$ cat config.mk
export PLATFORM = sky130hd
export DESIGN_NAME = sorted_integer_set
export DESIGN_NICKNAME = d
export VERILOG_FILES = /design/src/sv/sis_pkg.sv /design/src/sv/sorted_integer_set.sv /design/src/sv/sis_cfg.sv /design/src/sv/sis_store.sv /design/src/sv/sis_seq.sv
export SDC_FILE = /design/constraint.sdc
export NUM_CORES = 2
export LEC_CHECK = 0
export BUFFER_PORTS_ARGS = -buffer_cell sky130_fd_sc_hd__buf_2
export CAP_MARGIN = 15
export CORE_ASPECT_RATIO = 0.6
export CORE_MARGIN = 2
export CORE_UTILIZATION = 62
export CTS_BUF_LIST = sky130_fd_sc_hd__clkbuf_2 sky130_fd_sc_hd__clkbuf_4 sky130_fd_sc_hd__clkbuf_8
export DETAILED_ROUTE_END_ITERATION = 16
export PLACE_DENSITY = 0.79
export SLEW_MARGIN = 30
export SYNTH_ARGS = -nofsm -noshare
export SYNTH_HDL_FRONTEND = slang
export SYNTH_HIERARCHICAL = 1
export SYNTH_SLANG_ARGS = --single-unit
$ cat constraint.sdc
create_clock -name clk_i -period 7.15 [get_ports clk_i]
set_clock_uncertainty 0.1 [all_clocks]
set_input_delay 1.43 -clock clk_i [delete_from_list [all_inputs] [get_ports clk_i]]
set_output_delay 1.43 -clock clk_i [all_outputs]
set_load 0.005 [all_outputs]
$ cat src/sv/sis_pkg.sv
// ----------------------------------------------------------------------------
// sis_pkg
// Shared types and constants of the sorted integer set.
// ----------------------------------------------------------------------------
package sis_pkg;

  localparam int unsigned SIS_MAX_ELEMENTS = 64;
  localparam int unsigned SIS_VAL_W        = 32;
  localparam int unsigned SIS_CAP_W        = 7;
  localparam int unsigned SIS_CNT_OUT_W    = 7;
  localparam int unsigned SIS_PADDR_W      = 3;
  localparam int unsigned SIS_PDATA_W      = 32;

  localparam logic [SIS_CAP_W-1:0] SIS_CAP_RESET = 7'd64;

  // register index, taken from the word address bit
  localparam logic REG_CAPACITY_LIMIT = 1'b0;

  typedef enum logic [1:0] {
    OP_INSERT = 2'd0,
    OP_REMOVE = 2'd1,
    OP_QUERY  = 2'd2,
    OP_CLEAR  = 2'd3
  } sis_op_e;

  typedef enum logic [1:0] {
    ST_DONE    = 2'd0,
    ST_PRESENT = 2'd1,
    ST_ABSENT  = 2'd2,
    ST_FULL    = 2'd3
  } sis_status_e;

  typedef enum logic [2:0] {
    SEQ_IDLE,
    SEQ_SEARCH,
    SEQ_DECIDE,
    SEQ_SHIFT,
    SEQ_PLACE,
    SEQ_REPORT
  } sis_state_e;

  typedef struct packed {
    sis_op_e                      op;
    logic signed [SIS_VAL_W-1:0]  value;
  } sis_cmd_t;

  typedef struct packed {
    sis_status_e                status;
    logic [SIS_CNT_OUT_W-1:0]   element_count;
    logic                       is_empty;
  } sis_res_t;

endpackage

$ cat src/sv/sorted_integer_set.sv
// ----------------------------------------------------------------------------
// sorted_integer_set
// Set of distinct signed 32-bit values kept in ascending order in a store.
// Steps: search up to the insertion point, decide, a one-entry-per-cycle shift
// of the entries above it, place, report; the result strobes in the next cycle
// after the report step. A clear goes from idle straight to the report step.
// A new item is taken only while the sequencer is idle (busy low).
// Results cannot be held off. Reset empties the set and sets the limit to 64.
// ----------------------------------------------------------------------------
module sorted_integer_set
  import sis_pkg::*;
#(
  parameter int unsigned MAX_ELEMENTS = SIS_MAX_ELEMENTS
) (
  input  logic                   clk_i,
  input  logic                   rst_ni,
  input  logic                   psel,
  input  logic                   penable,
  input  logic                   pwrite,
  input  logic [SIS_PADDR_W-1:0] paddr,
  input  logic [SIS_PDATA_W-1:0] pwdata,
  output logic [SIS_PDATA_W-1:0] prdata,
  output logic                   pready,
  input  logic                   start,
  output logic                   busy,
  input  sis_cmd_t               cmd_i,
  output logic                   done_o,
  output sis_res_t               result_o
);

  localparam int unsigned AW = (MAX_ELEMENTS > 1) ? $clog2(MAX_ELEMENTS) : 1;

  logic [SIS_CAP_W-1:0] cap;
  logic                 wr_en;
  logic [AW-1:0]        wr_addr;
  logic [SIS_VAL_W-1:0] wr_data;
  logic [AW-1:0]        rd_addr;
  logic [SIS_VAL_W-1:0] rd_data;

  sis_cfg u_cfg (
    .clk_i   (clk_i),
    .rst_ni  (rst_ni),
    .psel    (psel),
    .penable (penable),
    .pwrite  (pwrite),
    .paddr   (paddr),
    .pwdata  (pwdata),
    .prdata  (prdata),
    .pready  (pready),
    .cap_o   (cap)
  );

  sis_store #(
    .MAX_ELEMENTS (MAX_ELEMENTS)
  ) u_store (
    .clk_i     (clk_i),
    .wr_en_i   (wr_en),
    .wr_addr_i (wr_addr),
    .wr_data_i (wr_data),
    .rd_addr_i (rd_addr),
    .rd_data_o (rd_data)
  );

  sis_seq #(
    .MAX_ELEMENTS (MAX_ELEMENTS)
  ) u_seq (
    .clk_i     (clk_i),
    .rst_ni    (rst_ni),
    .start     (start),
    .busy      (busy),
    .cmd_i     (cmd_i),
    .cap_i     (cap),
    .done_o    (done_o),
    .result_o  (result_o),
    .wr_en_o   (wr_en),
    .wr_addr_o (wr_addr),
    .wr_data_o (wr_data),
    .rd_addr_o (rd_addr),
    .rd_data_i (rd_data)
  );

endmodule

$ cat src/sv/sis_cfg.sv
// ----------------------------------------------------------------------------
// sis_cfg
// Configuration register block holding the capacity limit.
// ----------------------------------------------------------------------------
module sis_cfg
  import sis_pkg::*;
(
  input  logic                   clk_i,
  input  logic                   rst_ni,
  input  logic                   psel,
  input  logic                   penable,
  input  logic                   pwrite,
  input  logic [SIS_PADDR_W-1:0] paddr,
  input  logic [SIS_PDATA_W-1:0] pwdata,
  output logic [SIS_PDATA_W-1:0] prdata,
  output logic                   pready,
  output logic [SIS_CAP_W-1:0]   cap_o
);

  logic [SIS_CAP_W-1:0] cap_q, cap_d;
  logic                 reg_sel;
  logic                 wr_en;

  assign pready  = 1'b1;
  assign reg_sel = (paddr[2] == REG_CAPACITY_LIMIT);
  assign wr_en   = psel && penable && pwrite && pready && reg_sel;

  always_comb begin
    cap_d = cap_q;
    if (wr_en) begin
      cap_d = pwdata[SIS_CAP_W-1:0];
    end
  end

  always_ff @(posedge clk_i or negedge rst_ni) begin
    if (!rst_ni) begin
      cap_q <= SIS_CAP_RESET;
    end else begin
      cap_q <= cap_d;
    end
  end

  assign prdata = reg_sel ? SIS_PDATA_W'(cap_q) : '0;
  assign cap_o  = cap_q;

endmodule

$ cat src/sv/sis_store.sv
// ----------------------------------------------------------------------------
// sis_store
// Single write, single read value store with registered read data.
// ----------------------------------------------------------------------------
module sis_store
  import sis_pkg::*;
#(
  parameter int unsigned MAX_ELEMENTS = SIS_MAX_ELEMENTS,
  localparam int unsigned AW = (MAX_ELEMENTS > 1) ? $clog2(MAX_ELEMENTS) : 1
) (
  input  logic                 clk_i,
  input  logic                 wr_en_i,
  input  logic [AW-1:0]        wr_addr_i,
  input  logic [SIS_VAL_W-1:0] wr_data_i,
  input  logic [AW-1:0]        rd_addr_i,
  output logic [SIS_VAL_W-1:0] rd_data_o
);

  logic [SIS_VAL_W-1:0] mem [MAX_ELEMENTS];
  logic [SIS_VAL_W-1:0] rd_data_q;

  always_ff @(posedge clk_i) begin
    if (wr_en_i) begin
      mem[wr_addr_i] <= wr_data_i;
    end
  end

  always_ff @(posedge clk_i) begin
    rd_data_q <= mem[rd_addr_i];
  end

  assign rd_data_o = rd_data_q;

endmodule

$ cat src/sv/sis_seq.sv
// ----------------------------------------------------------------------------
// sis_seq
// Sequencer: linear search with one shared signed comparator, then an
// entry-by-entry shift through the store, then the result.
// ----------------------------------------------------------------------------
module sis_seq
  import sis_pkg::*;
#(
  parameter int unsigned MAX_ELEMENTS = SIS_MAX_ELEMENTS,
  localparam int unsigned AW    = (MAX_ELEMENTS > 1) ? $clog2(MAX_ELEMENTS) : 1,
  localparam int unsigned CNT_W = $clog2(MAX_ELEMENTS + 1),
  localparam int unsigned LW    = (CNT_W > SIS_CAP_W) ? CNT_W : SIS_CAP_W
) (
  input  logic                 clk_i,
  input  logic                 rst_ni,
  input  logic                 start,
  output logic                 busy,
  input  sis_cmd_t             cmd_i,
  input  logic [SIS_CAP_W-1:0] cap_i,
  output logic                 done_o,
  output sis_res_t             result_o,
  output logic                 wr_en_o,
  output logic [AW-1:0]        wr_addr_o,
  output logic [SIS_VAL_W-1:0] wr_data_o,
  output logic [AW-1:0]        rd_addr_o,
  input  logic [SIS_VAL_W-1:0] rd_data_i
);

  sis_state_e state_q, state_d;
  sis_op_e    op_q, op_d;
  sis_status_e status_q, status_d;
  logic signed [SIS_VAL_W-1:0] val_q, val_d;
  logic [CNT_W-1:0] count_q, count_d;
  logic [CNT_W-1:0] issue_q, issue_d;
  logic [CNT_W-1:0] pend_idx_q, pend_idx_d;
  logic [CNT_W-1:0] pos_q, pos_d;
  logic             pend_q, pend_d;
  logic             present_q, present_d;
  logic             done_q, done_d;
  sis_res_t         res_q, res_d;

  logic             cmp_ge, cmp_eq;
  logic             search_hit, search_end;
  logic             shift_more;
  logic             full;
  logic [CNT_W-1:0] wr_idx;
  logic [CNT_W-1:0] rd_idx;

  // shared signed comparator
  assign cmp_ge = $signed(rd_data_i) >= val_q;
  assign cmp_eq = $signed(rd_data_i) == val_q;

  assign search_hit = pend_q && cmp_ge;
  assign search_end = !search_hit && (issue_q == count_q);
  assign shift_more = (op_q == OP_INSERT) ? (issue_q > pos_q) : (issue_q < count_q);
  assign full = (LW'(count_q) >= LW'(cap_i)) || (count_q >= CNT_W'(MAX_ELEMENTS));

  // next state
  always_comb begin
    state_d = state_q;
    unique case (state_q)
      SEQ_IDLE: begin
        if (start) begin
          state_d = (cmd_i.op == OP_CLEAR) ? SEQ_REPORT : SEQ_SEARCH;
        end
      end
      SEQ_SEARCH: begin
        if (search_hit || search_end) begin
          state_d = SEQ_DECIDE;
        end
      end
      SEQ_DECIDE: begin
        if ((op_q == OP_INSERT && !present_q && !full) ||
            (op_q == OP_REMOVE && present_q)) begin
          state_d = SEQ_SHIFT;
        end else begin
          state_d = SEQ_REPORT;
        end
      end
      SEQ_SHIFT: begin
        if (!shift_more && !pend_q) begin
          state_d = SEQ_PLACE;
        end
      end
      SEQ_PLACE:  state_d = SEQ_REPORT;
      SEQ_REPORT: state_d = SEQ_IDLE;
      default:    state_d = SEQ_IDLE;
    endcase
  end

  // datapath and outputs
  always_comb begin
    op_d       = op_q;
    val_d      = val_q;
    status_d   = status_q;
    count_d    = count_q;
    issue_d    = issue_q;
    pend_d     = pend_q;
    pend_idx_d = pend_idx_q;
    pos_d      = pos_q;
    present_d  = present_q;
    done_d     = 1'b0;
    res_d      = res_q;
    wr_en_o    = 1'b0;
    wr_idx     = pend_idx_q;
    wr_data_o  = rd_data_i;
    rd_idx     = issue_q;
    unique case (state_q)
      SEQ_IDLE: begin
        if (start) begin
          op_d     = cmd_i.op;
          val_d    = cmd_i.value;
          status_d = ST_DONE;
          issue_d  = '0;
          pend_d   = 1'b0;
          if (cmd_i.op == OP_CLEAR) begin
            count_d = '0;
          end
        end
      end
      SEQ_SEARCH: begin
        rd_idx = issue_q;
        if (search_hit) begin
          pos_d     = pend_idx_q;
          present_d = cmp_eq;
          pend_d    = 1'b0;
        end else if (search_end) begin
          pos_d     = count_q;
          present_d = 1'b0;
          pend_d    = 1'b0;
        end else begin
          pend_d     = 1'b1;
          pend_idx_d = issue_q;
          issue_d    = issue_q + 1'b1;
        end
      end
      SEQ_DECIDE: begin
        pend_d = 1'b0;
        unique case (op_q)
          OP_INSERT: begin
            if (present_q) begin
              status_d = ST_PRESENT;
            end else if (full) begin
              status_d = ST_FULL;
            end else begin
              issue_d = count_q;
            end
          end
          OP_REMOVE: begin
            if (!present_q) begin
              status_d = ST_ABSENT;
            end else begin
              issue_d = pos_q + 1'b1;
            end
          end
          OP_QUERY: status_d = present_q ? ST_DONE : ST_ABSENT;
          default:  status_d = ST_DONE;
        endcase
      end
      SEQ_SHIFT: begin
        if (pend_q) begin
          wr_en_o   = 1'b1;
          wr_idx    = pend_idx_q;
          wr_data_o = rd_data_i;
        end
        if (shift_more) begin
          pend_d = 1'b1;
          if (op_q == OP_INSERT) begin
            rd_idx     = issue_q - 1'b1;
            pend_idx_d = issue_q;
            issue_d    = issue_q - 1'b1;
          end else begin
            rd_idx     = issue_q;
            pend_idx_d = issue_q - 1'b1;
            issue_d    = issue_q + 1'b1;
          end
        end else begin
          pend_d = 1'b0;
        end
      end
      SEQ_PLACE: begin
        if (op_q == OP_INSERT) begin
          wr_en_o   = 1'b1;
          wr_idx    = pos_q;
          wr_data_o = val_q;
          count_d   = count_q + 1'b1;
        end else begin
          count_d = count_q - 1'b1;
        end
      end
      SEQ_REPORT: begin
        done_d              = 1'b1;
        res_d.status        = status_q;
        res_d.element_count = SIS_CNT_OUT_W'(LW'(count_q));
        res_d.is_empty      = (count_q == '0);
      end
      default: begin
        done_d = 1'b0;
      end
    endcase
  end

  always_ff @(posedge clk_i or negedge rst_ni) begin
    if (!rst_ni) begin
      state_q <= SEQ_IDLE;
      count_q <= '0;
      pend_q  <= 1'b0;
      done_q  <= 1'b0;
    end else begin
      state_q <= state_d;
      count_q <= count_d;
      pend_q  <= pend_d;
      done_q  <= done_d;
    end
  end

  always_ff @(posedge clk_i) begin
    op_q       <= op_d;
    val_q      <= val_d;
    status_q   <= status_d;
    issue_q    <= issue_d;
    pend_idx_q <= pend_idx_d;
    pos_q      <= pos_d;
    present_q  <= present_d;
    res_q      <= res_d;
  end

  assign busy      = (state_q != SEQ_IDLE);
  assign done_o    = done_q;
  assign result_o  = res_q;
  assign wr_addr_o = wr_idx[AW-1:0];
  assign rd_addr_o = rd_idx[AW-1:0];

  a_count_bound: assert property (@(posedge clk_i) disable iff (!rst_ni)
    count_q <= CNT_W'(MAX_ELEMENTS))
    else $error("element count above store depth");

  a_done_after_report: assert property (@(posedge clk_i) disable iff (!rst_ni)
    done_q |-> $past(state_q == SEQ_REPORT))
    else $error("result strobe without report step");

  a_start_busy: assert property (@(posedge clk_i) disable iff (!rst_ni)
    (start && !busy) |=> busy)
    else $error("accepted item did not make the sequencer busy");

  a_write_range: assert property (@(posedge clk_i) disable iff (!rst_ni)
    wr_en_o |-> (wr_idx < CNT_W'(MAX_ELEMENTS)) && (wr_idx <= count_q))
    else $error("store write outside the held range");

endmodule

### Word-level counts from Yosys, hierarchy flattened

Memories as Yosys holds them, arrays and structs flattened. A register that Yosys moved wholly into a read port is not among the register bits.
Cells that the tools add are included.

* flip-flop bits (word level): 87
* bits in writable memories: 2048
* input bits: 75
* output and inout port bits: 45
* logic and storage cells: 140
* memories kept: 1

Memories
* u_store.mem: words 64, bits a word 32, read ports 1, clocked after memory_dff 1, wr ports 1, RTL line sis_store.sv:19 `logic [SIS_VAL_W-1:0] mem [MAX_ELEMENTS];`

* $add $sub $neg: 5
* $lt $le $gt $ge: 5
* eq/ne operators: 23
* muxes and demuxes: 56
* bitwise gates (word level): 1
* reduce and logical (&&, ||, !) cells: 34

Operators with widths (count)
* 7-bit two-way mux: 18
* 32-bit two-way mux: 2
* 7-bit case mux with 2 select lines: 3
* 32-bit equality test: 1
* 32-bit greater-or-equal comparator: 1
* 6-bit two-way mux: 5
* 7-bit case mux with 4 select lines: 1
* 7-bit by 1-bit adder with 7-bit output, second input constant: 3
* 3-bit two-way mux: 5
* 3-bit case mux with 5 select lines: 1
* 7-bit by 1-bit subtractor with 7-bit output, second input constant: 2
* 1-bit two-way mux: 12
* 2-bit two-way mux: 5
* 1-bit logical AND: 9
* 3-bit inequality test, second input constant: 3
* 9-bit AND reduction: 1
* 2-bit by 1-bit inequality test with 1-bit output, second input constant: 4
* 4-bit AND reduction: 2
* 2-bit nonzero test: 4
* 7-bit equality test: 1
* 7-bit greater-or-equal comparator: 1
* 7-bit greater-or-equal comparator, second input constant: 1
* 7-bit > comparator: 1
* 7-bit zero test: 1
* 23 further kinds: 37

### Depth between registers and ports, before layout

* depth in word-level cells: 7
* mapped depth: 19
* gate-level depth less buffers: 14

### By module

Netlist, hierarchy kept.

Modules (own cells, without submodules)
* sis_store: instances 1, cells an instance 3324, area an instance 78515.3 µm², seq. area each 62139.6 µm²
* sis_seq: instances 1, cells an instance 564, area an instance 5539.1 µm², seq. area each 2342.2 µm²
* sis_cfg: instances 1, cells an instance 50, area an instance 543.0 µm², seq. area each 176.4 µm²

### Worst setup path after synthesis

OpenSTA, ideal clock, no wires.

* kind: register to register
* from: register u_seq.op_q[1]
* to: memory u_store.mem[48][0], enable pin
* library setup time: 0.461 ns
* arrival: 4.421 ns
* data required time: 6.589 ns
* slack: 2.168 ns
* stages on the path, launching flop included: 14
* buffers on the path: 5
* period minus slack after synthesis: 4.982 ns
* cells stage by stage: edfxtp_1 -> or2_1 -> buf_6 -> inv_2 -> buf_2 -> nand3_1 -> clkbuf_1 -> buf_1 -> nand2_1 -> o21ai_0 -> clkbuf_1 -> nor2b_1 -> nand4b_1 -> nor3_1

* elaborated cells between the ends (all ways): 7
* those cells by class: mux (6); reduce/logical (1)

RTL lines
* start, declared: RTL line sis_seq.sv:30 `sis_op_e op_q, op_d;`
* start signal, assigned: RTL line sis_seq.sv:218 `op_q <= op_d;`
* 2-bit zero test: RTL line sis_seq.sv:182 `if (op_q == OP_INSERT) begin`
* 6-bit two-way mux: RTL line sis_seq.sv:182
* 6-bit two-way mux
* net wr_addr[3]: RTL line sorted_integer_set.sv:35 `logic [AW-1:0] wr_addr;`
* end, declared: RTL line sis_store.sv:19

The timed path passes the listed nets, and every way through them passes these cells.

### Worst setup path after layout

* from: register u_seq.issue_q[5]
* to: register u_store.rd_data_q[12], in the netlist u_store/rd_data_o[12], read port of u_store.mem

* word-level cells in the longest chain between the ends: 4
* elaborated cells between the ends (all ways): 7
* those cells by class: add/sub (1); order compare (2); mux (4)

Ends and longest elaborated chain
* start, declared: RTL line sis_seq.sv:34 `logic [CNT_W-1:0] issue_q, issue_d;`
* start signal, assigned: RTL line sis_seq.sv:221 `issue_q <= issue_d;`
* 7-bit less-than comparator / 7-bit > comparator (equally long branches): RTL line sis_seq.sv:55 `assign shift_more = (op_q == OP_INSERT) ? (issue_q > pos_q) : (issue_q < count_q);`
* 1-bit two-way mux (*): RTL line sis_seq.sv:55
* 6-bit two-way mux (*): RTL line sis_seq.sv:166 `if (shift_more) begin`
* 6-bit two-way mux (*): RTL line sis_seq.sv:108 `unique case (state_q)`
* net rd_addr[1]: RTL line sorted_integer_set.sv:37 `logic [AW-1:0] rd_addr;`
* end, declared: RTL line sis_store.sv:20 `logic [SIS_VAL_W-1:0] rd_data_q;`

Mark *: on every way through the listed nets, which the timed path passes. The rest lies on a longest branch.
A chain may end at the register's enable or synchronous reset.

==> flow_metrics.env <==
export IMPL_vias=43120
export IMPL_cts_tree="yes"
export IMPL_transition_at_the_pin_with_the_smallest_max_transition_slack_ps=1022
export IMPL_detail_route_wirelength_um=206300
export IMPL_cts_path_max_buffers=4
export IMPL_cts_reportedPaths_clkPinSlew_ps=70
export IMPL_syn_area_per_cell_um2=21.48
export IMPL_hold_ws_ps=300.8
export IMPL_reported_leakage_power_nw=30.11
export IMPL_die_area_um2=139500
export IMPL_clk_root_buffer_cell="sky130_fd_sc_hd__clkbuf_8"
export IMPL_starting_utilization_of_the_core_area_pct=62.75
export IMPL_wire_per_inst_um=32.71
export IMPL_timing_critical_path_from_type="register"
export IMPL_power_density_nw_per_um2=406.1
export IMPL_core_area_um2=134800
export IMPL_synthDistinctLibCells=87
export IMPL_die_w_um=480.9
export IMPL_worst_ep_required_time_ps=7920
export IMPL_tightest_slew_margin_relative_to_the_limit_pct=31.85
export IMPL_hold_class="input pin to asynchronous set/reset pin"
export IMPL_cp_max_fo=30
export IMPL_share_of_layout_cells_above_drive_strength_1_pct=31.06
export IMPL_cts_max_level=5
export IMPL_critPathCaptureType="register"
export IMPL_synth_async_sr_flop_share_pct=0.8768
export IMPL_drt_pass1_iterations=5
export IMPL_num_fill_cells=7726
export IMPL_areaGrowthSynthToFinish_pct=11.71
export IMPL_num_io_pins=120
export IMPL_synthFlopType="sky130_fd_sc_hd__edfxtp_1"
export IMPL_final_setup_viol_count=0
export IMPL_run_status="finished, final reports clean"
export IMPL_synth_top_cells_by_area="sky130_fd_sc_hd__edfxtp_1 (75%), sky130_fd_sc_hd__mux4_2 (14%), sky130_fd_sc_hd__mux2i_1 (1.1%)"
export IMPL_vdd_drop_max_v=0.0003017
export IMPL_rsz0062_at_grt="false"
export IMPL_reg2reg_depth=14
export IMPL_drc=0
export IMPL_timing_final_crit_share_pct=79.24
export IMPL_cts_num_sinks=2167
export IMPL_via_count_of_the_first_global_routing_pass=42596
export IMPL_timing_rr_start="u_seq/issue_q[5]$_DFFE_PP_"
export IMPL_row_count=104
export IMPL_setup_tns_final_ps=0
export IMPL_post_route_min_period_ps=5666
export IMPL_cts_inserted_buffers=304
export IMPL_synthesis_instances=3938
export IMPL_drt_first_iter_violations=7274
export IMPL_critical_path_at_ps=6430
export IMPL_final_weighted_congestion_in_routability_driven_placement=0.8422
export IMPL_die_y_um=290.1
export IMPL_layout_common_cells="sky130_fd_sc_hd__edfxtp_1 (2116), sky130_fd_sc_hd__mux4_2 (544), sky130_fd_sc_hd__clkbuf_8 (310), sky130_fd_sc_hd__buf_4 (150)"
export IMPL_final_ant_viol_nets=0
export IMPL_via_per_instance_ratio=6.837
export IMPL_yosysWarningCount=6
export IMPL_synth_edf_count=2116
export IMPL_ctsHoldBuffers=0
export IMPL_grt_total_usage_pct=29.85
export IMPL_synth_area_um2=84600
export IMPL_reg2reg_slack_ps=1480
export IMPL_post_cts_resized=0
export IMPL_timing_max_transition_violations_final=0
export IMPL_place_port_buffers=66
export IMPL_clock_insertion_delay_worst_skew_ps=990
export IMPL_final_hold_viol_count=0
export IMPL_grt_start_max_net_pins=101
export IMPL_grt_overflow_total=0
export IMPL_worstSetupPathType="register to register"
export IMPL_clock_fmax_mhz=176.5
export IMPL_grt_pass1_wl_um=298200
export IMPL_hpwl_um=123000
export IMPL_synth_ff_latch_count=2167
export IMPL_number_of_antenna_violations_at_the_first_check_in_global_routing=2
export IMPL_timing_max_cap_violations=0
export IMPL_finalNetCount=4424
export IMPL_cts_setup_buffers=0
export IMPL_library_cell_with_the_largest_summed_area_after_synthesis="sky130_fd_sc_hd__edfxtp_1"
export IMPL_synthDominantCellAreaShare_pct=75.11
export IMPL_reg2reg_to="u_store/rd_data_o[12]$_DFF_P_"
export IMPL_synth_seq_area_share_pct=76.43
export IMPL_final_common_cell="sky130_fd_sc_hd__edfxtp_1"
worst max-delay path by stage:
stage	from	to	slack (ps)	cells past startpoint
floorplan	u_seq/op_q[1]$_DFFE_PP_	u_store/mem[48][0]$_DFFE_PP_	2170	13
global placement	u_seq/op_q[1]$_DFFE_PP_	u_store/mem[6][13]$_DFFE_PP_	1440	9
detailed placement	u_seq/op_q[1]$_DFFE_PP_	u_store/mem[30][26]$_DFFE_PP_	1510	9
CTS	u_seq/op_q[1]$_DFFE_PP_	u_store/mem[30][27]$_DFFE_PP_	1430	9
global route	u_seq/issue_q[5]$_DFFE_PP_	u_store/rd_data_o[26]$_DFF_P_	1340	13
finish	u_seq/issue_q[5]$_DFFE_PP_	u_store/rd_data_o[12]$_DFF_P_	1480	14
cell type report:
type / count / area (um^2) / share of cell area, %
clock inverters: 114 / 589.3 / 0.6236
diodes: 1 / 2.502 / 0.002648
multi-input cells: 1501 / 19480 / 20.62
inverters: 62 / 232.7 / 0.2462
flip-flops and latches: 2167 / 64660 / 68.42
repair buffers: 251 / 2276 / 2.408
clock buffers: 409 / 5010 / 5.301
well taps: 1802 / 2255 / 2.386
cell families (layout without fill, tap and decap cells):
logic type               count (synthesis)  after routing  share of synthesized area [%]
AO/OA/AOI/OAI                          340            340                          2.593
XOR/XNOR                                23             23                         0.2381
adder cells (fa/ha/maj)                 62             62                         0.9259
buffers and inverters                  294            836                          1.741
flip-flops                            2167           2167                          76.43
multiplexers                           655            655                          15.85
other                                    2             27                       0.008877
AND/OR/NAND/NOR                        395            395                          2.211
report_power, final:
group / internal (W) / leakage, nW / total [W] / switching (W)
combinational: 0.00471 / 7.66 / 0.0125 / 0.00778
sequential: 0.0163 / 19.5 / 0.0167 / 0.000389
clock: 0.00465 / 2.97 / 0.00917 / 0.00451
registers in the layout, summed over array words and instances (netlist names):
name	count
u_seq/count_q	7
u_seq/op_q	2
u_seq/result_o	10
u_store/rd_data_o	32
u_seq/pend_q	1
u_seq/val_q	32
u_store/mem	2048
u_cfg/cap_o	7
u_seq/status_q	2
u_seq/present_q	1
u_seq/issue_q	7
u_seq/done_o	1
u_seq/pend_idx_q	7
u_seq/pos_q	7
u_seq/state_q	3
cells in the mapped netlist, drive strengths merged (4+ instances only):
library cell     n
edfxtp        2116
mux4           544
nor2           163
buf            142
nand2           96
mux2i           94
clkbuf          90
o22ai           89
a21oi           88
o21ai           64
inv             62
ha              61
dfxtp           32
o221ai          27
nor2b           21
nand3           20
dfrtp           18
nor3            18
mux2            17
xnor2           16
a22oi           14
nand2b          14
nand4           12
a311oi           8
and2b            7
or3              7
xor2             7
a21o             6
and3             6
nand3b           5
or2              5
or3b             5
a31oi            4
a41o             4
and2             4
and4             4
o21a             4
o32ai            4
through the flow:
step / cell area [um^2] / setup slack (ps) / total power (W) / cells / util [%]
3_3_place_gp: 88410 / 1435 / 0.02887 / 5766 / 65.59
5_1_grt: 94510 / 1337 / 0.03972 / 6307 / 70.10
2_1_floorplan: 84690 / 2168 / 0.02520 / 3962 / -
4_1_cts: 94320 / 1427 / 0.03833 / 6300 / 69.97
6_report: 94510 / 1484 / 0.03838 / 6307 / 70.10
3_5_place_dp: 88720 / 1505 / 0.02929 / 5777 / 65.81
routing by layer:
metal,track usage [%],vias up,wire length [um]
met1,47.18,22266,79810
met3,8.361,328,30900
met5,0,-,13
met2,41.52,3430,90880
li1,-,17094,-
met4,8.219,2,4687
critical path, cell delays in order (launching register included):
cell,delay [ps]
sky130_fd_sc_hd__edfxtp_1,590
sky130_fd_sc_hd__ha_1,400
sky130_fd_sc_hd__a21o_1,130
sky130_fd_sc_hd__a21oi_1,120
sky130_fd_sc_hd__nor2b_1,160
sky130_fd_sc_hd__a221oi_2,340
sky130_fd_sc_hd__and3_1,580
sky130_fd_sc_hd__nor2_1,160
sky130_fd_sc_hd__a31oi_4,780
sky130_fd_sc_hd__buf_12,270
sky130_fd_sc_hd__buf_4,450
sky130_fd_sc_hd__mux4_2,400
sky130_fd_sc_hd__mux4_2,530
sky130_fd_sc_hd__o22ai_1,390
sky130_fd_sc_hd__nor2_1,100
(Power assumes the default switching activity.)
